<file path="src/design/plc_pkg.sv">
// Shared constants, codes and command type for the positional list store.
`default_nettype none
package plc_pkg;

  localparam int Capacity = 64;
  localparam int CntW     = $clog2(Capacity + 1);
  localparam int IdxW     = $clog2(Capacity);
  localparam int PosW     = 8;
  localparam int CmpW     = (CntW > PosW) ? CntW : PosW;
  localparam int DataW    = 32;
  localparam int LenW     = 7;

  localparam logic [2:0] FuncInsAt  = 3'd0;
  localparam logic [2:0] FuncAppend = 3'd1;
  localparam logic [2:0] FuncDelAt  = 3'd2;
  localparam logic [2:0] FuncDelEnd = 3'd3;
  localparam logic [2:0] FuncRdAt   = 3'd4;
  localparam logic [2:0] FuncRdEnd  = 3'd5;

  localparam logic [1:0] StOk     = 2'd0;
  localparam logic [1:0] StBadPos = 2'd1;
  localparam logic [1:0] StEmpty  = 2'd2;
  localparam logic [1:0] StFull   = 2'd3;

  typedef struct packed {
    logic             ins;
    logic             del;
    logic             rd;
    logic [CmpW-1:0]  pos;
    logic [DataW-1:0] value;
  } plc_cmd_t;

endpackage
`default_nettype wire

</file>
<file path="src/design/plc_ctrl.sv">
// Request decode, range checks and entry count for the positional list store.
`default_nettype none
module plc_ctrl (
  input  wire logic                    clk_i,
  input  wire logic                    rst_ni,
  input  wire logic                    req_i,
  input  wire logic [2:0]              func_i,
  input  wire logic [plc_pkg::PosW-1:0] position_i,
  input  wire logic [plc_pkg::DataW-1:0] value_i,
  output plc_pkg::plc_cmd_t            cmd_o,
  output logic [1:0]                   status_o,
  output logic [plc_pkg::CntW-1:0]     count_o
);
  import plc_pkg::*;

  logic [CntW-1:0] count_q;
  logic [CntW-1:0] count_d;
  logic [CmpW-1:0] count_ext;
  logic [CmpW-1:0] pos_ext;
  logic [CmpW-1:0] tgt_pos;
  logic            full;

  assign count_ext = CmpW'(count_q);
  assign pos_ext   = CmpW'(position_i);
  assign full      = (count_q == CntW'(Capacity));

  always_comb begin
    cmd_o       = '0;
    cmd_o.value = value_i;
    status_o    = StOk;
    tgt_pos     = pos_ext;
    case (func_i)
      FuncInsAt, FuncAppend: begin
        if (func_i == FuncAppend) begin
          tgt_pos = count_ext;
        end
        if (full) begin
          status_o = StFull;
        end else if (tgt_pos > count_ext) begin
          status_o = StBadPos;
        end else begin
          cmd_o.ins = req_i;
        end
      end
      FuncDelAt, FuncDelEnd, FuncRdAt, FuncRdEnd: begin
        if ((func_i == FuncDelEnd) || (func_i == FuncRdEnd)) begin
          tgt_pos = count_ext - CmpW'(1);
        end
        if (count_q == '0) begin
          status_o = StEmpty;
        end else if (tgt_pos >= count_ext) begin
          status_o = StBadPos;
        end else if ((func_i == FuncDelAt) || (func_i == FuncDelEnd)) begin
          cmd_o.del = req_i;
        end else begin
          cmd_o.rd = req_i;
        end
      end
      default: begin
        status_o = StOk;
      end
    endcase
    cmd_o.pos = tgt_pos;
  end

  always_comb begin
    count_d = count_q;
    if (cmd_o.ins) begin
      count_d = count_q + CntW'(1);
    end else if (cmd_o.del) begin
      count_d = count_q - CntW'(1);
    end
  end

  always_ff @(posedge clk_i or negedge rst_ni) begin
    if (!rst_ni) begin
      count_q <= '0;
    end else begin
      count_q <= count_d;
    end
  end

  assign count_o = count_d;

  a_count_bound: assert property (@(posedge clk_i) disable iff (!rst_ni)
    count_q <= CntW'(Capacity)) else $error("count exceeds capacity");

  a_one_op: assert property (@(posedge clk_i) disable iff (!rst_ni)
    !(cmd_o.ins && cmd_o.del) && !(cmd_o.ins && cmd_o.rd) && !(cmd_o.del && cmd_o.rd))
    else $error("more than one list operation at once");

  a_ins_grow: assert property (@(posedge clk_i) disable iff (!rst_ni)
    cmd_o.ins |=> count_q == CntW'($past(count_q) + CntW'(1)))
    else $error("insert did not grow the list");

  a_full_hold: assert property (@(posedge clk_i) disable iff (!rst_ni)
    (req_i && (status_o == StFull)) |=> count_q == CntW'(Capacity))
    else $error("full list changed length");

endmodule
`default_nettype wire
</file>
<file path="config.mk">
export PLATFORM = sky130hd
export DESIGN_NAME = plc_ctrl
export DESIGN_NICKNAME = d
export VERILOG_FILES = /design/src/design/plc_pkg.sv /design/src/design/plc_ctrl.sv
export SDC_FILE = /design/constraint.sdc
export NUM_CORES = 1
export LEC_CHECK = 0
export ABC_AREA = 1
export BUFFER_PORTS_ARGS = -buffer_cell sky130_fd_sc_hd__buf_2
export CAP_MARGIN = 15
export CORE_ASPECT_RATIO = 1.75
export CORE_MARGIN = 10
export CORE_UTILIZATION = 49
export CTS_CLUSTER_SIZE = 25
export DETAILED_ROUTE_END_ITERATION = 10
export MAX_ROUTING_LAYER = met4
export PLACE_DENSITY = 0.88
export SETUP_SLACK_MARGIN = 0.2
export SLEW_MARGIN = 30
export SYNTH_ARGS = -nofsm -noshare
export SYNTH_HDL_FRONTEND = slang
export SYNTH_SLANG_ARGS = --single-unit
</file>
<file path="constraint.sdc">
create_clock -name clk_i -period 6.14 [get_ports clk_i]
set_clock_uncertainty 0.1 [all_clocks]
set_input_delay 1.228 -clock clk_i [delete_from_list [all_inputs] [get_ports clk_i]]
set_output_delay 1.228 -clock clk_i [all_outputs]
set_load 0.03 [all_outputs]
</file>
==> flow_metrics.env, run 1 <==
export IMPL_outcome="finished clean"
export IMPL_p_per_area_nw_per_um2=411
export IMPL_fmax_ghz=0.202
export IMPL_synth_fp_nets=332
export IMPL_min_path_type="reg2reg"
export IMPL_dieHeight_um=98.3
export IMPL_worst_pin_slew_ps=468
export IMPL_r2r_end="count_q[3]"
export IMPL_synth_area_leaders="nand2_1, ha_1, buf_4, dfrtp_1, nand3_1"
export IMPL_grt_max_degree=17
export IMPL_slew_viol_final=0
export IMPL_cts_buffer_depth=2
export IMPL_drt_initial_drc_count=52
export IMPL_cts_root_buf="clkbuf_8"
export IMPL_fillers=372
export IMPL_syn2layout_area_growth_pct=-0.0732
export IMPL_largest_register="count_q"
export IMPL_start_util_pct=51.0
export IMPL_mostFrequentLayoutCells="nand2_1, buf_2, ha_1, inv_1, nor2_1"
export IMPL_insertion_delay_ps=230
export IMPL_h_tree_depth=1
export IMPL_hold_depth=3
export IMPL_end_kind="primary output"
export IMPL_final_layout_size_suffix_gt1_share_pct=24.4
export IMPL_final_util_pct=51.0
export IMPL_layout_nets=333
export IMPL_grt_overflow=0
export IMPL_fin_crit_sh_pct=80.7
export IMPL_grt_pass1_vias=1708
export IMPL_yosys_warnings=0
export IMPL_postRouteAntennaNets=0
export IMPL_finalWorstSetupSlack_ps=1190
export IMPL_crit_required_ps=4810
export IMPL_cp_arrival_ps=3630
export IMPL_firstDrtPassIters=4
export IMPL_fp_dieW_um=64.7
export IMPL_pre_cts_ws_ps=1240
export IMPL_synth_ff_latch_count=7
export IMPL_place_congestion=0.975
export IMPL_cts_sinks=7
export IMPL_yosysUniqueCellTypes=33
export IMPL_synth_avg_cell_area_um2=6.45
export IMPL_crit_start="func_i[1]"
export IMPL_cts_inserted_buffers=3
export IMPL_final_common_cell="nand2_1"
export IMPL_peakVddDrop_mv=0.354
export IMPL_via_count=1662
export IMPL_worstSetupPathType="in2out"
export IMPL_grt_first_pass_wirelength_um=7320
export IMPL_power_total_w=0.000704
export IMPL_cts_setup_buffers=0
export IMPL_critPathMaxFanout=15
export IMPL_cts_hold_buf=0
export IMPL_critPathLaunchType="primary input"
export IMPL_finalSetupTns_ps=0
export IMPL_synthCells=266
export IMPL_worstHoldStart="count_q[5]"
export IMPL_synth_top_area_share_pct=16.2
export IMPL_top_regs="count_q (7)"
export IMPL_ctsResizeCount=0
export IMPL_wl_per_cell_um=13.7
export IMPL_antenna_cells=0
export IMPL_design_die_area_um2=6360
export IMPL_drv_cap=0
export IMPL_reg2reg_depth=15
export IMPL_fin_crit_ps=4950
export IMPL_core_region_area_um2=3360
export IMPL_largest_reg_flops=7
export IMPL_synth_top_area_cell="nand2_1"
export IMPL_grt_setup_unrepaired="false"
export IMPL_grt_antenna_before_repair=0
export IMPL_dp_hpwl_um=3570
export IMPL_io_buffers=33
export IMPL_setup_viol=0
export IMPL_netlist_area_um2=1720
export IMPL_worst_hold_slack_ps=528
export IMPL_p_leak_nw=0.928
export IMPL_hold_viol_final=0
export IMPL_drc_errors=0
export IMPL_grt_usage_pct=13.7
export IMPL_clkTransAtPathRegs_ps=40
export IMPL_rr_startpoint="count_q[0]"
export IMPL_hold_end="count_q[5]"
export IMPL_cts_tree="done"
export IMPL_ios=98
export IMPL_regToRegSetupSlack_ps=3130
export IMPL_slew_headroom_pct=68.7
export IMPL_via_per_inst=5.34
export IMPL_wirelength_um=4280
export IMPL_yosysSeqAreaShare_pct=10.2
export IMPL_num_rows=28
==> synthesized netlist by cell type, drive strengths merged <==
library cell / n
xor2: 7
a21oi: 4
o211ai: 4
ha: 20
or2: 1
nand4: 8
nor2: 21
xnor2: 1
a31oi: 8
and3: 1
nand3: 21
dfrtp: 7
o21a: 2
buf: 34
o21ai: 13
nand2: 79
o21bai: 1
clkbuf: 3
nor3: 2
inv: 29
==> logic make-up (layout without fill, tap and decap cells) <==
| kind of cell | count (synthesis) | after routing | synth area share (%) |
|---|---|---|---|
| AOI/OAI and AO/OA | 32 | 32 | 11.5 |
| DFF | 7 | 7 | 10.2 |
| adders and majority gates | 20 | 20 | 14.6 |
| and+or+nand+nor | 133 | 133 | 37.7 |
| xor gates and xnor gates | 8 | 8 | 4.08 |
| buffers and inverters | 66 | 66 | 22.0 |
==> through the flow <==
step | std cells | instance area (µm²)
after floorplan | 266 | 1720
after global placement | 307 | 1670
after detailed placement | 307 | 1670
after CTS | 311 | 1710
after global routing | 311 | 1710
final | 311 | 1710
==> worst max-delay path by stage <==
stage,end,depth (start not counted)
2_1_floorplan,cmd_o[40],12
3_3_place_gp,count_o[2],20
3_5_place_dp,count_o[4],20
4_1_cts,count_o[3],20
5_1_grt,count_o[2],20
6_report,count_o[3],20
==> per-layer routing <==
| metal | global-route usage, % | routed length, µm | vias to the layer above |
|---|---|---|---|
| li1 | - | - | 850 |
| met1 | 13.0 | 1610 | 750 |
| met2 | 25.5 | 2380 | 48 |
| met3 | 1.14 | 164 | 14 |
| met4 | 7.95 | 118 | 0 |
| met5 | - | 0 | - |
==> where the power goes <==
group,switching [W],internal [W]
clock network,0.0000195,0.0000449
logic,0.000362,0.000170
registers,0.0000372,0.0000700
total,0.000419,0.000285
==> cell type report <==
class	instances	area (µm²)	share of cell area [%]
Multi-Input combinational cell	193	1160	67.9
Sequential cell	7	175	10.2
Timing Repair Buffer	33	165	9.64
Inverter	29	109	6.35
Tap cell	45	56.3	3.28
Clock buffer	4	45.0	2.63
==> worst max-delay path, stage by stage <==
cell	delay, ps
buf_2	130
inv_2	50
nand3_1	370
inv_1	160
or2_2	310
o21ai_0	80
ha_1	170
inv_1	40
nand2_1	50
nand2_1	50
nand2_1	50
nand3_1	60
nand2_1	60
nand2_1	50
nand2_1	120
nand3_4	140
inv_2	140
nand2_1	70
nand2_1	90
buf_2	200
Power figures use the tool's default switching activity.
==> inputs of run 2 (changes only) <==
CORE_UTILIZATION = 45   (was 49)
PLACE_DENSITY = 0.82   (was 0.88)
clock period = 4.9 ns   (was 6.14 ns; I/O delays follow)
==> flow_metrics.env, run 2 (synthesis results as in run 1) <==
export IMPL_drv_cap=0
export IMPL_grt_max_degree=17
export IMPL_min_path_type="in2async"
export IMPL_via_count=1599
export IMPL_fp_dieW_um=66.7
export IMPL_grt_antenna_before_repair=0
export IMPL_grt_pass1_vias=1639
export IMPL_path_cells="buf_2 > inv_2 > nand3_1 > inv_1 > or2_2 > o21ai_0 > ha_1 > inv_1 > nand2_1 > nand2_1 > nand2_1 > nand3_1 > nand2_1 > nand2_1 > nand2_1 > nand3_4 > inv_2 > nand2_1 > nand2_1 > buf_2"
export IMPL_drc_errors=0
export IMPL_h_tree_depth=1
export IMPL_crit_start="func_i[1]"
export IMPL_drt_initial_drc_count=60
export IMPL_io_buffers=33
export IMPL_grt_usage_pct=12.4
export IMPL_ctsResizeCount=0
export IMPL_grt_first_pass_wirelength_um=6940
export IMPL_cts_inserted_buffers=3
export IMPL_dieHeight_um=102
export IMPL_final_layout_size_suffix_gt1_share_pct=24.4
export IMPL_dp_hpwl_um=3520
export IMPL_cts_sinks=7
export IMPL_end_kind="primary output"
export IMPL_cts_setup_buffers=0
export IMPL_top_regs="count_q (7)"
export IMPL_clkTransAtPathRegs_ps=40
export IMPL_ios=98
export IMPL_insertion_delay_ps=220
export IMPL_critPathMaxFanout=15
export IMPL_grt_overflow=0
export IMPL_cts_buffer_depth=2
export IMPL_design_die_area_um2=6780
export IMPL_start_util_pct=46.8
export IMPL_p_per_area_nw_per_um2=503
export IMPL_slew_headroom_pct=68.6
export IMPL_antenna_cells=0
export IMPL_num_rows=29
export IMPL_wl_per_cell_um=13.2
export IMPL_wirelength_um=4110
export IMPL_finalSetupTns_ps=0
export IMPL_power_total_w=0.000863
export IMPL_setup_viol=0
export IMPL_fmax_ghz=0.228
export IMPL_worst_pin_slew_ps=469
export IMPL_crit_required_ps=3820
export IMPL_grt_setup_unrepaired="false"
export IMPL_max_stage_delay_ps=360
export IMPL_layout_nets=333
export IMPL_place_congestion=0.893
export IMPL_critPathLaunchType="primary input"
export IMPL_cts_hold_buf=0
export IMPL_mostFrequentLayoutCells="nand2_1, buf_2, ha_1, inv_1, nor2_1"
export IMPL_cp_arrival_ps=3320
export IMPL_fin_crit_ps=4400
export IMPL_p_leak_nw=0.928
export IMPL_fin_crit_sh_pct=89.7
export IMPL_critPathMostFrequentCell="nand2_1"
export IMPL_hold_viol_final=0
export IMPL_core_region_area_um2=3660
export IMPL_fillers=392
export IMPL_cp_slowest_cell="nand3_1"
export IMPL_largest_register="count_q"
export IMPL_peakVddDrop_mv=0.352
export IMPL_final_common_cell="nand2_1"
export IMPL_cts_tree="done"
export IMPL_worstSetupPathType="in2out"
export IMPL_postRouteAntennaNets=0
export IMPL_largest_reg_flops=7
export IMPL_slew_viol_final=0
export IMPL_rr_startpoint="count_q[0]"
export IMPL_cts_root_buf="clkbuf_8"
export IMPL_firstDrtPassIters=4
export IMPL_outcome="finished clean"
export IMPL_syn2layout_area_growth_pct=0.000291
export IMPL_via_per_inst=5.13
[run 2: cell counts in the layout (fill, tap and decap cells not counted)]
No cell type changed its count.
[run 2: metal layers]
metal	share of wire, %	track usage (%)	vias to the layer above
met5	0	-	-
met4	3.8	6.97	0
met3	6.7	2.10	28
met2	52	22.1	54
met1	37	12.2	677
li1	-	-	840
[run 2: worst paths after layout]
path / end / slack [ps] / depth (start not counted)
min reg2reg: count_q[5] / 530 / 3
max: count_o[1] / 500 / 20
max in group asynchronous: count_q[6] / 4070 / 1
min in group clk_i: count_q[5] / 530 / 3
max reg2reg: count_q[0] / 1970 / 15
min: count_q[1] / 480 / 1
[run 2: final cells by class]
| type | count | area (µm²) | area share [%] |
|---|---|---|---|
| multi-input combinational | 193 | 1160 | 67.8 |
| sequential | 7 | 175 | 10.2 |
| timing repair buffer | 33 | 165 | 9.63 |
| inverter | 29 | 109 | 6.35 |
| tap | 46 | 57.6 | 3.36 |
| clock buffer | 4 | 45.0 | 2.63 |
[run 2: per-stage QoR]
step | setup WS (ps) | hold WS, ps | utilization [%] | area (µm²) | std cells
2_1_floorplan | 889 | 584 | - | 1720 | 266
3_3_place_gp | 571 | 516 | 45.6 | 1670 | 308
3_5_place_dp | 516 | 514 | 45.6 | 1670 | 308
4_1_cts | 517 | 483 | 46.8 | 1720 | 312
5_1_grt | 249 | 483 | 46.8 | 1720 | 312
6_report | 505 | 484 | 46.8 | 1720 | 312
[run 2: report_power, final]
part / switching [W] / leakage [nW] / internal [W]
registers: 0.0000456 / 0.0808 / 0.0000877
logic: 0.000440 / 0.824 / 0.000212
clock network: 0.0000217 / 0.0228 / 0.0000560
[run 2: worst max-delay path, delay by kind of cell]
| kind | cells | cell delay [ps] |
|---|---|---|
| and+or+nand+nor | 12 | 1360 |
| buffers and inverters | 6 | 710 |
| adders and majority gates | 1 | 170 |
| AOI/OAI and AO/OA | 1 | 80 |
==> inputs of run 3 (changes only) <==
BUFFER_PORTS_ARGS = -buffer_cell sky130_fd_sc_hd__buf_4   (was -buffer_cell sky130_fd_sc_hd__buf_2)
==> flow_metrics.env, run 3 (synthesis results as in run 1) <==
export IMPL_antenna_cells=0
export IMPL_fin_crit_sh_pct=88.8
export IMPL_crit_required_ps=3820
export IMPL_finalWorstSetupSlack_ps=548
export IMPL_wirelength_um=4220
export IMPL_slew_headroom_pct=68.6
export IMPL_grt_antenna_before_repair=0
export IMPL_final_common_cell="nand2_1"
export IMPL_grt_max_degree=17
export IMPL_via_per_inst=5.28
export IMPL_critPathMaxFanout=15
export IMPL_cts_buffer_depth=2
export IMPL_min_path_type="in2async"
export IMPL_insertion_delay_ps=230
export IMPL_core_region_area_um2=3660
export IMPL_clkTransAtPathRegs_ps=40
export IMPL_mostFrequentLayoutCells="nand2_1, buf_4, ha_1, inv_1, nor2_1"
export IMPL_syn2layout_area_growth_pct=4.81
export IMPL_power_total_w=0.000905
export IMPL_wl_per_cell_um=13.5
export IMPL_fin_crit_ps=4350
export IMPL_regToRegSetupSlack_ps=1940
export IMPL_outcome="finished clean"
export IMPL_worst_pin_slew_ps=470
export IMPL_postRouteAntennaNets=0
export IMPL_cp_arrival_ps=3270
export IMPL_fp_dieW_um=66.7
export IMPL_cts_root_buf="clkbuf_8"
export IMPL_place_congestion=0.967
export IMPL_p_leak_nw=0.951
export IMPL_largest_register="count_q"
export IMPL_cts_inserted_buffers=3
export IMPL_slew_viol_final=0
export IMPL_cts_sinks=7
export IMPL_grt_overflow=0
export IMPL_num_rows=29
export IMPL_peakVddDrop_mv=0.335
export IMPL_cts_setup_buffers=0
export IMPL_pre_cts_ws_ps=570
export IMPL_h_tree_depth=1
export IMPL_end_kind="primary output"
export IMPL_worstSetupPathType="in2out"
export IMPL_cts_tree="done"
export IMPL_via_count=1648
export IMPL_top_regs="count_q (7)"
export IMPL_cts_hold_buf=0
export IMPL_drc_errors=0
export IMPL_worst_hold_slack_ps=457
export IMPL_finalSetupTns_ps=0
export IMPL_grt_setup_unrepaired="false"
export IMPL_drt_initial_drc_count=69
export IMPL_io_buffers=33
export IMPL_final_layout_size_suffix_gt1_share_pct=24.4
export IMPL_ctsResizeCount=0
export IMPL_firstDrtPassIters=4
export IMPL_dp_hpwl_um=3610
export IMPL_p_per_area_nw_per_um2=503
export IMPL_setup_viol=0
export IMPL_grt_usage_pct=13.3
export IMPL_start_util_pct=46.8
export IMPL_layout_nets=333
export IMPL_critPathLaunchType="primary input"
export IMPL_drv_cap=0
export IMPL_dieHeight_um=102
export IMPL_ios=98
export IMPL_grt_first_pass_wirelength_um=7290
export IMPL_final_util_pct=49.1
export IMPL_grt_pass1_vias=1742
export IMPL_design_die_area_um2=6780
export IMPL_hold_viol_final=0
export IMPL_largest_reg_flops=7
export IMPL_fmax_ghz=0.230
run 3: cell counts in the layout (fill, tap and decap cells not counted):
No cell type changed its count.
run 3: layout make-up:
| cell class | count | area, µm² |
|---|---|---|
| clock buffer | 4 | 45.0 |
| fill | 385 | 1870 |
| inverter | 29 | 109 |
| multi-input combinational | 193 | 1160 |
| sequential | 7 | 175 |
| tap | 46 | 57.6 |
| timing repair buffer | 33 | 248 |
run 3: routing by layer:
layer	GRT usage [%]	vias to the layer above	routed length [µm]
met3	1.99	34	263
met2	23.8	66	2230
li1	-	837	-
met1	12.1	711	1530
met5	-	-	0
met4	9.89	0	200
run 3: power breakdown:
part / internal, W / switching, W / total (W)
Combinational: 0.000242 / 0.000449 / 0.000691
Sequential: 0.0000877 / 0.0000464 / 0.000134
Clock: 0.0000561 / 0.0000232 / 0.0000793
Total: 0.000386 / 0.000519 / 0.000905
run 3: path summary, 6_finish.rpt:
kind,from,end,cells after the start
worst max-delay path,func_i[1],count_o[5],17
worst min-delay path,rst_ni,count_q[3],1
worst max register to register,count_q[0],count_q[2],15
worst min register to register,count_q[5],count_q[5],3
max in group asynchronous,rst_ni,count_q[0],1
min in group clk_i,count_q[5],count_q[5],3
run 3: stage by stage:
stage | cells | cell area, µm²
5_1_grt | 312 | 1800
3_3_place_gp | 308 | 1750
4_1_cts | 312 | 1800
2_1_floorplan | 266 | 1720
3_5_place_dp | 308 | 1750
6_report | 312 | 1800
run 3: worst max-delay path, cell delays in order:
cell and delay (ps):
buf_4 130, inv_2 60, nand3_1 330, o21ai_0 360
ha_1 310, nand2_1 90, nor2_1 60, nand2_1 60
nand3_1 60, nand2_1 60, nand2_1 50, nand2_1 110
nand3_4 140, inv_2 140, nand2_1 70, nand2_1 90
buf_4 160
