**src/design/plc_pkg.sv**
```systemverilog
// Shared constants, codes and command type for the positional list store.
`default_nettype none
package plc_pkg;

  localparam int Capacity = 64;
  localparam int CntW     = $clog2(Capacity + 1);
  localparam int IdxW     = $clog2(Capacity);
  localparam int PosW     = 8;
  localparam int CmpW     = (CntW > PosW) ? CntW : PosW;
  localparam int DataW    = 32;
  localparam int LenW     = 7;

  localparam logic [2:0] FuncInsAt  = 3'd0;
  localparam logic [2:0] FuncAppend = 3'd1;
  localparam logic [2:0] FuncDelAt  = 3'd2;
  localparam logic [2:0] FuncDelEnd = 3'd3;
  localparam logic [2:0] FuncRdAt   = 3'd4;
  localparam logic [2:0] FuncRdEnd  = 3'd5;

  localparam logic [1:0] StOk     = 2'd0;
  localparam logic [1:0] StBadPos = 2'd1;
  localparam logic [1:0] StEmpty  = 2'd2;
  localparam logic [1:0] StFull   = 2'd3;

  typedef struct packed {
    logic             ins;
    logic             del;
    logic             rd;
    logic [CmpW-1:0]  pos;
    logic [DataW-1:0] value;
  } plc_cmd_t;

endpackage
`default_nettype wire

```
**src/design/plc_cell.sv**
```systemverilog
// One list entry: takes the new value or a neighbor's entry, and drives its entry on a read hit.
`default_nettype none
module plc_cell (
  input  wire logic                    clk_i,
  input  wire logic [plc_pkg::IdxW-1:0] idx_i,
  input  wire plc_pkg::plc_cmd_t       cmd_i,
  input  wire logic [plc_pkg::DataW-1:0] prev_i,
  input  wire logic [plc_pkg::DataW-1:0] next_i,
  output logic [plc_pkg::DataW-1:0]    data_o,
  output logic [plc_pkg::DataW-1:0]    rd_o
);
  import plc_pkg::*;

  logic [DataW-1:0] entry_q;
  logic [DataW-1:0] entry_d;
  logic [CmpW-1:0]  idx_ext;

  assign idx_ext = CmpW'(idx_i);

  always_comb begin
    entry_d = entry_q;
    if (cmd_i.ins) begin
      if (idx_ext > cmd_i.pos) begin
        entry_d = prev_i;
      end else if (idx_ext == cmd_i.pos) begin
        entry_d = cmd_i.value;
      end
    end else if (cmd_i.del && (idx_ext >= cmd_i.pos)) begin
      entry_d = next_i;
    end
  end

  always_ff @(posedge clk_i) begin
    entry_q <= entry_d;
  end

  assign data_o = entry_q;
  assign rd_o   = (cmd_i.rd && (idx_ext == cmd_i.pos)) ? entry_q : '0;

endmodule
`default_nettype wire

```
**config.mk**
```make
export PLATFORM = sky130hd
export DESIGN_NAME = plc_cell
export DESIGN_NICKNAME = d
export VERILOG_FILES = /design/src/design/plc_pkg.sv /design/src/design/plc_cell.sv
export SDC_FILE = /design/constraint.sdc
export NUM_CORES = 1
export LEC_CHECK = 0
export BUFFER_PORTS_ARGS = -buffer_cell sky130_fd_sc_hd__buf_2
export CAP_MARGIN = 40
export CELL_PAD_IN_SITES_DETAIL_PLACEMENT = 2
export CELL_PAD_IN_SITES_GLOBAL_PLACEMENT = 2
export CORE_AREA = 2 2 114 116
export CTS_CLUSTER_SIZE = 28
export DETAILED_ROUTE_END_ITERATION = 7
export DIE_AREA = 0 0 116 118
export GPL_TIMING_DRIVEN = 0
export PLACE_DENSITY = 0.76
export SLEW_MARGIN = 0
export SYNTH_ARGS = -nofsm -noshare
export SYNTH_HDL_FRONTEND = slang
export SYNTH_SLANG_ARGS = --single-unit
```
**constraint.sdc**
```tcl
create_clock -name clk_i -period 3.2 [get_ports clk_i]
set_input_delay 0.48 -clock clk_i [delete_from_list [all_inputs] [get_ports clk_i]]
set_output_delay 0.48 -clock clk_i [all_outputs]
set_load 0.03 [all_outputs]
```
==> impl_results.md, run 1 <==
- Req. time, crit path: 2.72 ns
- Clock transition at the registers of the reported paths: ~0.05 ns
- Reg area: just under 1000 sq um
- Share of layout cells above drive strength 1: 0.423
- Seq/Total Area, Yosys: 0.372
- Crit-path leading delay family: simple AND/OR/NAND/NOR gates
- #FFs+latches synth: 32
- Die H: roughly 120 microns
- Worst-path cell chain: buf_2, inv_1, ha_1, nand4_1, nor2_1, clkbuf_1, and3_1, buf_2
- Root buffer cell: clkbuf_16
- P per Cell Area: ~350 nW/um^2
- Inst Count DP: 661
- Max Used Layer: met4
- Post-DR wirelength/cell: roughly 17 microns
- Setup CP Type: input pin to output pin
- Top Ports: around 180
- Core Box Area: 12400 sq um
- Vias in the first global route: approximately 3.4k
- Initial DRC Count: 88
- Count leader, synth: o21ai_0
- Pleak: 1.96 nW
- # H-tree levels: 2
- # hold bufs at CTS: 0
- Synth area leaders: edfxtp_1 (37%), o21ai_0 (12%), and3_1 (7.8%)
- CTS buffer count: 5
- Post-route antenna net violation count: 0
- Post-route setup slack: 0.260 ns
- Outcome: finished, final reports clean
- Area growth, synth to finish: 47.8%
- Metal-1 WL: 4660 microns
- Nets: between 600 and 700
- Final setup fails: 0
- IO buf count: 176
- Most used DFF post-synth: edfxtp_1
- Mapped Area: roughly 2600 sq um
- Min-Delay Endpoint: data_o[31]$_DFFE_PP_
- Final Cycle Share: 0.919
- CP most frequent cell: buf_2
- Post-synth EDFFs: 32
- Startpoint Class: input pin
- Placer Congestion: around 0.75
- Count of final hold-check violations: 0
- Vias post-DR: a little over 3k
- Total global routing overflow: 0
- DRC viols: 0
- Gr usage total: 0.165
- Non-filler cells, final: 668
- Worst Path Buf+Inv: 4
- DP Wirelength: 9300 microns
- TNS Setup: 0 ns
- Area of the multi-input gates: approximately 1300 sq um
- Post-CTS setup buffers: 0
- Die Wd: ~120 microns
- Top-area cell type share of the netlist area: 0.372
- Warnings from Yosys: 0
- Commonest cells post-synth: o21ai_0 (64), inv_1 (38), a21oi_1 (35), nor2_1 (34)
- Syn avg cell area: slightly above 8 sq um
- Final Slew Violations: 0
- Max reg flops: 32
- Hold WC Path Type: input pin to flip-flop
- DR WL met2: 6080 microns
- WP data arrival: approximately 2.5 ns
- Row Count: slightly above 40
- Post-cts sizing count: 0
- Critical path's slowest cell: nor2_1
- Max Cap Viol: 0
- Hold Startpoint: cmd_i[31]
- CTS tree: built
- RSZ-0062 raised after global routing: false
- CP max stage delay: 0.43 ns
- Crit. path cell count: 8
- Worst-path fanout max: 10
- Least-Margin Pin Slew: 0.832 ns
- Initial antenna violation count: 0
- Peak supply drop: roughly 0.18 mV
- Clk sinks: 32
- Count of different cell masters after synthesis: 28
- Relative slew margins: 0.445
- Dpl ws: roughly 0.17 ns
- Final Critical Period: approximately 3 ns
- Number of vias per cell: between 4 and 5
- Post-Syn Nets: between 400 and 500
- Initial Util: 0.208
- Final WL: 11300 microns
- Antenna cells: 0
- Hold Path Cell Cnt: 3
- FMAX: between 300 and 400 MHz
- Ys async rst share: 0
- Synth area leader: edfxtp_1
- Crit path capture type: output pin
- Largest net degree at the start of global routing: 33
- Max Root-Sink Buffers: 2
- Die Area: ~14000 sq um
- Router iterations before antenna repair: 4
- Routed wl met3: 515 microns
- First-pass GRT wire length: between 15000 and 20000 microns
- Fill cells: ~1.5k
- Post-synthesis cell count: 313
## how the worst max path moves through the flow
| stage | from | end | slack (ns) |
|---|---|---|---|
| CTS | cmd_i[35] | rd_o[13] | 0.16 |
| finish | cmd_i[35] | rd_o[13] | 0.26 |
| detailed placement | cmd_i[35] | rd_o[13] | 0.17 |
| floorplan | cmd_i[33] | data_o[0]$_DFFE_PP_ | 0.72 |
| global route | cmd_i[35] | rd_o[13] | 0.06 |
| global placement | cmd_i[42] | data_o[13]$_DFFE_PP_ | 0.08 |
## stage by stage
step	utilization	total power, mW	hold WS, ns	cell area [sq um]
2_1_floorplan	-	0.727	0.722	2580
4_1_cts	0.307	1.36	0.588	3820
3_3_place_gp	0.296	0.872	0.849	3680
6_report	0.307	1.33	0.587	3820
5_1_grt	0.307	1.41	0.602	3820
3_5_place_dp	0.296	0.889	0.871	3680
## power by group
| part | leakage [nW] | total, mW | internal, mW | switching, mW |
|---|---|---|---|---|
| Combinational | 1.59 | 0.362 | 0.143 | 0.219 |
| Clock | 0.0657 | 0.460 | 0.282 | 0.178 |
| Sequential | 0.307 | 0.512 | 0.499 | 0.0131 |
## area by class of cell
type,count,area share
buffer,25,0.0406
clock buffer,5,0.0328
clock inverter,2,0.00328
inverter,38,0.0374
multi-input combinational,218,0.347
sequential,32,0.252
tap,172,0.0564
timing repair buffer,176,0.231
## per-layer routing
layer,vias up,GRT usage
li1,1499,-
met1,1507,0.196
met2,106,0.313
met3,4,0.0221
met4,0,0.0290
met5,-,0
## kinds of logic (layout without fill, tap and decap cells)
| family | after synthesis | count (layout) | share of synthesized area |
|---|---|---|---|
| AO/OA/AOI/OAI | 139 | 139 | 0.335 |
| adder cells (fa/ha/maj) | 6 | 6 | 0.0291 |
| buffers and inverters | 63 | 246 | 0.115 |
| flip-flops | 32 | 32 | 0.372 |
| AND/OR/NAND/NOR | 73 | 73 | 0.148 |
## cells in the final DEF, fill, tap and decap left out, drive strengths merged, types with 2 or more instances in the layout
| cell | instances |
|---|---|
| o22ai | 33 |
| ha | 6 |
| nor2 | 34 |
| o211ai | 2 |
| buf | 186 |
| o21ai | 64 |
| edfxtp | 32 |
| and3 | 32 |
| inv | 38 |
| a21oi | 36 |
| clkbuf | 18 |
Note: power is estimated with default switching activity, not from simulation.
==> run 2, diff against run 1 <==
Settings changed: CORE_AREA 2 2 114 116 to 2 2 109 111, DIE_AREA 0 0 116 118 to 0 0 111 113, MAX_ROUTING_LAYER from default to met4, PLACE_DENSITY 0.76 to 0.82.
Clock period 3.2 ns to 3.7 ns, I/O delays scaled along.
==> impl_results.md, run 2 (synthesized netlist as in run 1, its figures left out) <==
- Outcome: finished, final reports clean (unchanged)
- First-pass GRT wire length: 17800 microns (was 17700 microns)
- Post-cts sizing count: 0 (unchanged)
- Comb power frac: 0.256 (was 0.271)
- Initial DRC Count: 65 (was 88)
- Cell Int Power: 0.868 mW (was 0.924 mW)
- Non-filler cells, final: 640 (was 668)
- Max Cap Viol: 0 (unchanged)
- Area of the multi-input gates: 1330 sq um (unchanged)
- Max reg flops: 32 (unchanged)
- Final WL: 11200 microns (was 11300 microns)
- Final Critical Period: 3.09 ns
- Fin util: 0.338 (was 0.307)
- Router iterations before antenna repair: 4 (unchanged)
- Crit-path leading delay family: simple AND/OR/NAND/NOR gates (unchanged)
- Worst Path Buf+Inv: 4 (unchanged)
- Area growth, synth to finish: 47.4% (was 47.8%)
- Row Count: 39 (was 41)
- Placer Congestion: 0.798 (was 0.746)
- # H-tree levels: 2 (unchanged)
- Top Ports: 178 (unchanged)
- DRC viols: 0 (unchanged)
- Least-Margin Pin Slew: 0.855 ns (was 0.832 ns)
- Final Slew Violations: 0 (unchanged)
- Die H: 113 microns (was 118 microns)
- FMAX: 323 MHz
- Sw power: 0.357 mW (was 0.410 mW)
- DP Wirelength: 9030 microns (was 9300 microns)
- Nets: 616 (unchanged)
- Crit path capture type: output pin (unchanged)
- Core Box Area: 11300 sq um (was 12400 sq um)
- Gr usage total: 0.181 (was 0.165)
- Peak supply drop: 0.127 mV (was 0.177 mV)
- # hold bufs at CTS: 0 (unchanged)
- Die Area: 12500 sq um (was 13700 sq um)
- Root buffer cell: clkbuf_16 (unchanged)
- Largest net degree at the start of global routing: 33 (unchanged)
- Die Wd: 111 microns (was 116 microns)
- Vias in the first global route: 3458 (was 3435)
- Reg area: 961 sq um (unchanged)
- Clk sinks: 32 (unchanged)
- Sequential share of power: 0.361 (was 0.384)
- Count of final hold-check violations: 0 (unchanged)
- Commonest non-fill, non-tap cells in the layout: buf_2 (180), o21ai_0 (64), inv_1 (38), a21oi_1 (35), nor2_1 (34) (unchanged)
- Final Cycle Share: 0.836
- Antenna cells: 0 (unchanged)
- Initial Util: 0.229 (was 0.208)
- Clock transition at the registers of the reported paths: 0.06 ns (was 0.05 ns)
- Hold WC Path Type: input pin to flip-flop (unchanged)
- RSZ-0062 raised after global routing: false (unchanged)
- Pleak: 1.98 nW (was 1.96 nW)
- Vias post-DR: 3109 (was 3116)
- Post-route antenna net violation count: 0 (unchanged)
- Fill cells: 1325 (was 1475)
- Switching share of power: 0.292 (was 0.307)
- Clk pwr share: 0.383 (was 0.345)
- Max Root-Sink Buffers: 2 (unchanged)
- Worst-path fanout max: 10 (unchanged)
- Final setup fails: 0 (unchanged)
- Initial antenna violation count: 0 (unchanged)
- Post-DR wirelength/cell: 17.5 microns (was 17.0 microns)
- Relative slew margins: 0.430 (was 0.445)
- CTS buffer count: 5 (unchanged)
- CP most frequent cell: buf_2 (unchanged)
- WP data arrival: 2.54 ns (was 2.46 ns)
- CP max stage delay: 0.42 ns (was 0.43 ns)
- Post-CTS setup buffers: 0 (unchanged)
- CTS tree: built (unchanged)
- P per Cell Area: 322 nW/um^2 (was 349 nW/um^2)
- Total global routing overflow: 0 (unchanged)
- Worst-path cell chain: buf_2, inv_1, ha_1, nand4_1, nor2_1, clkbuf_1, and3_1, buf_2 (unchanged)
- Number of vias per cell: 4.86 (was 4.66)
- Share of layout cells above drive strength 1: 0.421 (was 0.423)
- Most common cell after layout, fill and taps aside: buf_2 (unchanged)
- Setup CP Type: input pin to output pin (unchanged)
- IO buf count: 176 (unchanged)
- Req. time, crit path: 3.14 ns (was 2.72 ns)
- Inst Count DP: 632 (was 661)
- TNS Setup: 0 ns (unchanged)
- Startpoint Class: input pin (unchanged)
- Critical path's slowest cell: clkbuf_1 (was nor2_1)
run 2: final timing paths:
| path | depth (start not counted) | slack [ns] | to | startpoint |
|---|---|---|---|---|
| hold / removal | 3 | 0.66 | data_o[11]$_DFFE_PP_ | cmd_i[11] |
| setup / recovery | 8 | 0.61 | rd_o[15] | cmd_i[35] |
run 2: tightest hold or removal path, stage by stage:
cell and delay (ns):
buf_2 0.07, o21ai_0 0.07, o22ai_1 0.12
run 2: final cells by class:
type                            instances  share of cell area
Timing Repair Buffer                  176               0.231
Multi-Input combinational cell        218               0.348
Clock inverter                          3             0.00986
Inverter                               38              0.0375
Buffer                                 25              0.0408
Sequential cell                        32               0.252
Tap cell                              143              0.0470
Clock buffer                            5              0.0329
run 2: routing by layer:
metal	global-route usage	wire length, microns	vias to the layer above
li1	-	-	1496
met1	0.211	4720	1500
met2	0.329	5860	103
met3	0.0279	508	10
met4	0.0425	127	0
met5	-	0	-
run 2: power groups by stage:
stage               Combinational, mW  Clock [mW]  Sequential, mW
finish                          0.314       0.469           0.443
global route                    0.347       0.485           0.446
CTS                             0.318       0.478           0.443
detailed placement              0.317           0           0.450
global placement                0.302           0           0.449
floorplan                       0.136           0           0.493
run 2: per-stage QoR:
| stage | hold WS [ns] | power, mW | setup slack [ns] | cell area [sq um] |
|---|---|---|---|---|
| floorplan | 0.797 | 0.629 | 1.15 | 2580 |
| global placement | 0.925 | 0.752 | 0.564 | 3640 |
| detailed placement | 0.952 | 0.767 | 0.545 | 3640 |
| CTS | 0.656 | 1.24 | 0.537 | 3810 |
| global route | 0.677 | 1.28 | 0.416 | 3810 |
| finish | 0.658 | 1.23 | 0.606 | 3810 |
==> run 3, diff against run 2 <==
Settings changed: CORE_AREA 2 2 109 111 to 2 2 114 116, DIE_AREA 0 0 111 113 to 0 0 116 118, PLACE_DENSITY 0.82 to 0.76.
Clock period 3.7 ns to 3.1 ns, I/O delays scaled along.
==> impl_results.md, run 3 (synthesized netlist as in run 1, its figures left out) <==
- Outcome: finished, final reports clean (unchanged)
- Core Box Area: 12400 sq um (was 11300 sq um)
- Final Critical Period: about 2.8 ns
- Root buffer cell: clkbuf_16 (unchanged)
- Antenna cells: 0 (unchanged)
- Worst setup path startpoint: cmd_i[35] (unchanged)
- CP max stage delay: 0.41 ns (was 0.42 ns)
- Die H: 118 microns (was 113 microns)
- DRC viols: 0 (unchanged)
- Setup CP Type: input pin to output pin (unchanged)
- Final Cycle Share: 0.909
- Commonest non-fill, non-tap cells in the layout: buf_2 (180), o21ai_0 (64), inv_1 (38), a21oi_1 (35), nor2_1 (33) (was buf_2 (180), o21ai_0 (64), inv_1 (38), a21oi_1 (35), nor2_1 (34))
- Crit path capture type: output pin (unchanged)
- Clk sinks: 32 (unchanged)
- Row Count: 41 (was 39)
- CP most frequent cell: buf_2 (unchanged)
- Dpl ws: 0.0970 ns (was 0.545 ns)
- WP data arrival: 2.35 ns (was 2.54 ns)
- Post-CTS setup buffers: 0 (unchanged)
- Most common cell after layout, fill and taps aside: buf_2 (unchanged)
- Pleak: 1.96 nW (was 1.98 nW)
- Routed wl met3: 544 microns (was 508 microns)
- Hold WC Path Type: input pin to flip-flop (unchanged)
- Vias post-DR: 3114 (was 3109)
- # H-tree levels: 2 (unchanged)
- Post-DR wirelength/cell: 17.0 microns (was 17.5 microns)
- Largest net degree at the start of global routing: 33 (unchanged)
- CTS buffer count: 5 (unchanged)
- P per Cell Area: 361 nW/um^2 (was 322 nW/um^2)
- Initial Util: 0.208 (was 0.229)
- Placer Congestion: 0.755 (was 0.798)
- IO buf count: 176 (unchanged)
- Final setup fails: 0 (unchanged)
- Die Area: 13700 sq um (was 12500 sq um)
- DR WL met2: 6070 microns (was 5860 microns)
- Max Cap Viol: 0 (unchanged)
- Top Ports: 178 (unchanged)
- Initial antenna violation count: 0 (unchanged)
- Die Wd: 116 microns (was 111 microns)
- Peak supply drop: 0.184 mV (was 0.127 mV)
- Worst-path fanout max: 10 (unchanged)
- Post-route antenna net violation count: 0 (unchanged)
- Count of final hold-check violations: 0 (unchanged)
- Least-Margin Pin Slew: 0.835 ns (was 0.855 ns)
- Gr usage total: 0.169 (was 0.181)
- First-pass GRT wire length: 17700 microns (was 17800 microns)
- Final Slew Violations: 0 (unchanged)
- Metal-1 WL: 4680 microns (was 4720 microns)
- Router iterations before antenna repair: 4 (unchanged)
- TNS Setup: 0 ns (unchanged)
- Max Used Layer: met4 (unchanged)
- Critical path's slowest cell: clkbuf_1 (unchanged)
- Req. time, crit path: 2.63 ns (was 3.14 ns)
- Clock transition at the registers of the reported paths: 0.06 ns (about the same)
- Relative slew margins: 0.443 (was 0.430)
- Fill cells: 1474 (was 1325)
- FMAX: about 360 MHz
- DP Wirelength: 9300 microns (was 9030 microns)
- Startpoint Class: input pin (unchanged)
- RSZ-0062 raised after global routing: false (unchanged)
- Share of layout cells above drive strength 1: 0.425 (was 0.421)
- Number of vias per cell: 4.66 (was 4.86)
- Area growth, synth to finish: 47.9% (was 47.4%)
- Vias in the first global route: 3442 (was 3458)
- Total global routing overflow: 0 (unchanged)
- Final WL: 11400 microns (was 11200 microns)
- Initial DRC Count: 83 (was 65)
- Nets: 616 (unchanged)
- Max reg flops: 32 (unchanged)
- Non-filler cells, final: 668 (was 640)
- Worst-path cell chain: buf_2, inv_1, ha_1, nand4_1, nor2_2, clkbuf_1, and3_1, buf_2 (was buf_2, inv_1, ha_1, nand4_1, nor2_1, clkbuf_1, and3_1, buf_2)
- Post-route setup slack: 0.284 ns (was 0.606 ns)
- Hold Startpoint: cmd_i[25] (was cmd_i[11])
- Inst Count DP: 661 (was 632)
- CTS tree: built (unchanged)
- Max Root-Sink Buffers: 2 (unchanged)
run 3: cell types whose count changed in the layout (fill, tap and decap cells not counted):
cell / previous run / this run
clkinv_1: 2 / 0
bufinv_16: 1 / 0
clkinv_2: 0 / 1
clkinvlp_4: 0 / 1
nor2_1: 34 / 33
nor2_2: 0 / 1
run 3: area by class of cell:
cell class                 instances  area [sq um]  area share
clock inverter                     2          12.5     0.00328
inverter                          38           143      0.0373
tap                              172           215      0.0563
buffer                            25           155      0.0406
clock buffer                       5           125      0.0328
sequential                        32           961       0.252
timing repair buffer             176           881       0.231
multi-input combinational        218          1330       0.348
run 3: final timing paths:
path                                to  slack, ns  depth (start not counted)
setup / recovery              rd_o[13]       0.28                          8
hold / removal    data_o[25]$_DFFE_PP_       0.57                          3
run 3: worst max-delay path: cells and delay by family:
kind	cells	cell delay [ns]
adder cells (fa/ha/maj)	1	0.35
buffers and inverters	4	0.72
AND/OR/NAND/NOR	3	0.81
run 3: power by group:
| part | switching [mW] | leakage [nW] | internal, mW |
|---|---|---|---|
| sequential | 0.0134 | 0.307 | 0.515 |
| combinational | 0.226 | 1.59 | 0.148 |
| clock | 0.187 | 0.0657 | 0.291 |
| total | 0.426 | 1.96 | 0.954 |
run 3: per-layer routing:
layer	vias to the layer above	GRT usage
li1	1497	-
met1	1501	0.198
met2	112	0.313
met3	4	0.0185
met4	0	0.0290
met5	-	-
run 3: timing repair:
action,in CTS,in global routing
resized for setup,0,1
setup endpoints to repair,0,1
hold buffers,0,0
run 3: stage by stage:
stage / power, mW / hold slack (ns) / utilization / cell area (sq um)
after global routing: 1.46 / 0.588 / 0.308 / 3820
after global placement: 0.900 / 0.834 / 0.296 / 3680
after CTS: 1.41 / 0.573 / 0.307 / 3820
after detailed placement: 0.918 / 0.856 / 0.296 / 3680
final: 1.38 / 0.573 / 0.308 / 3820
after floorplan: 0.751 / 0.707 / - / 2580
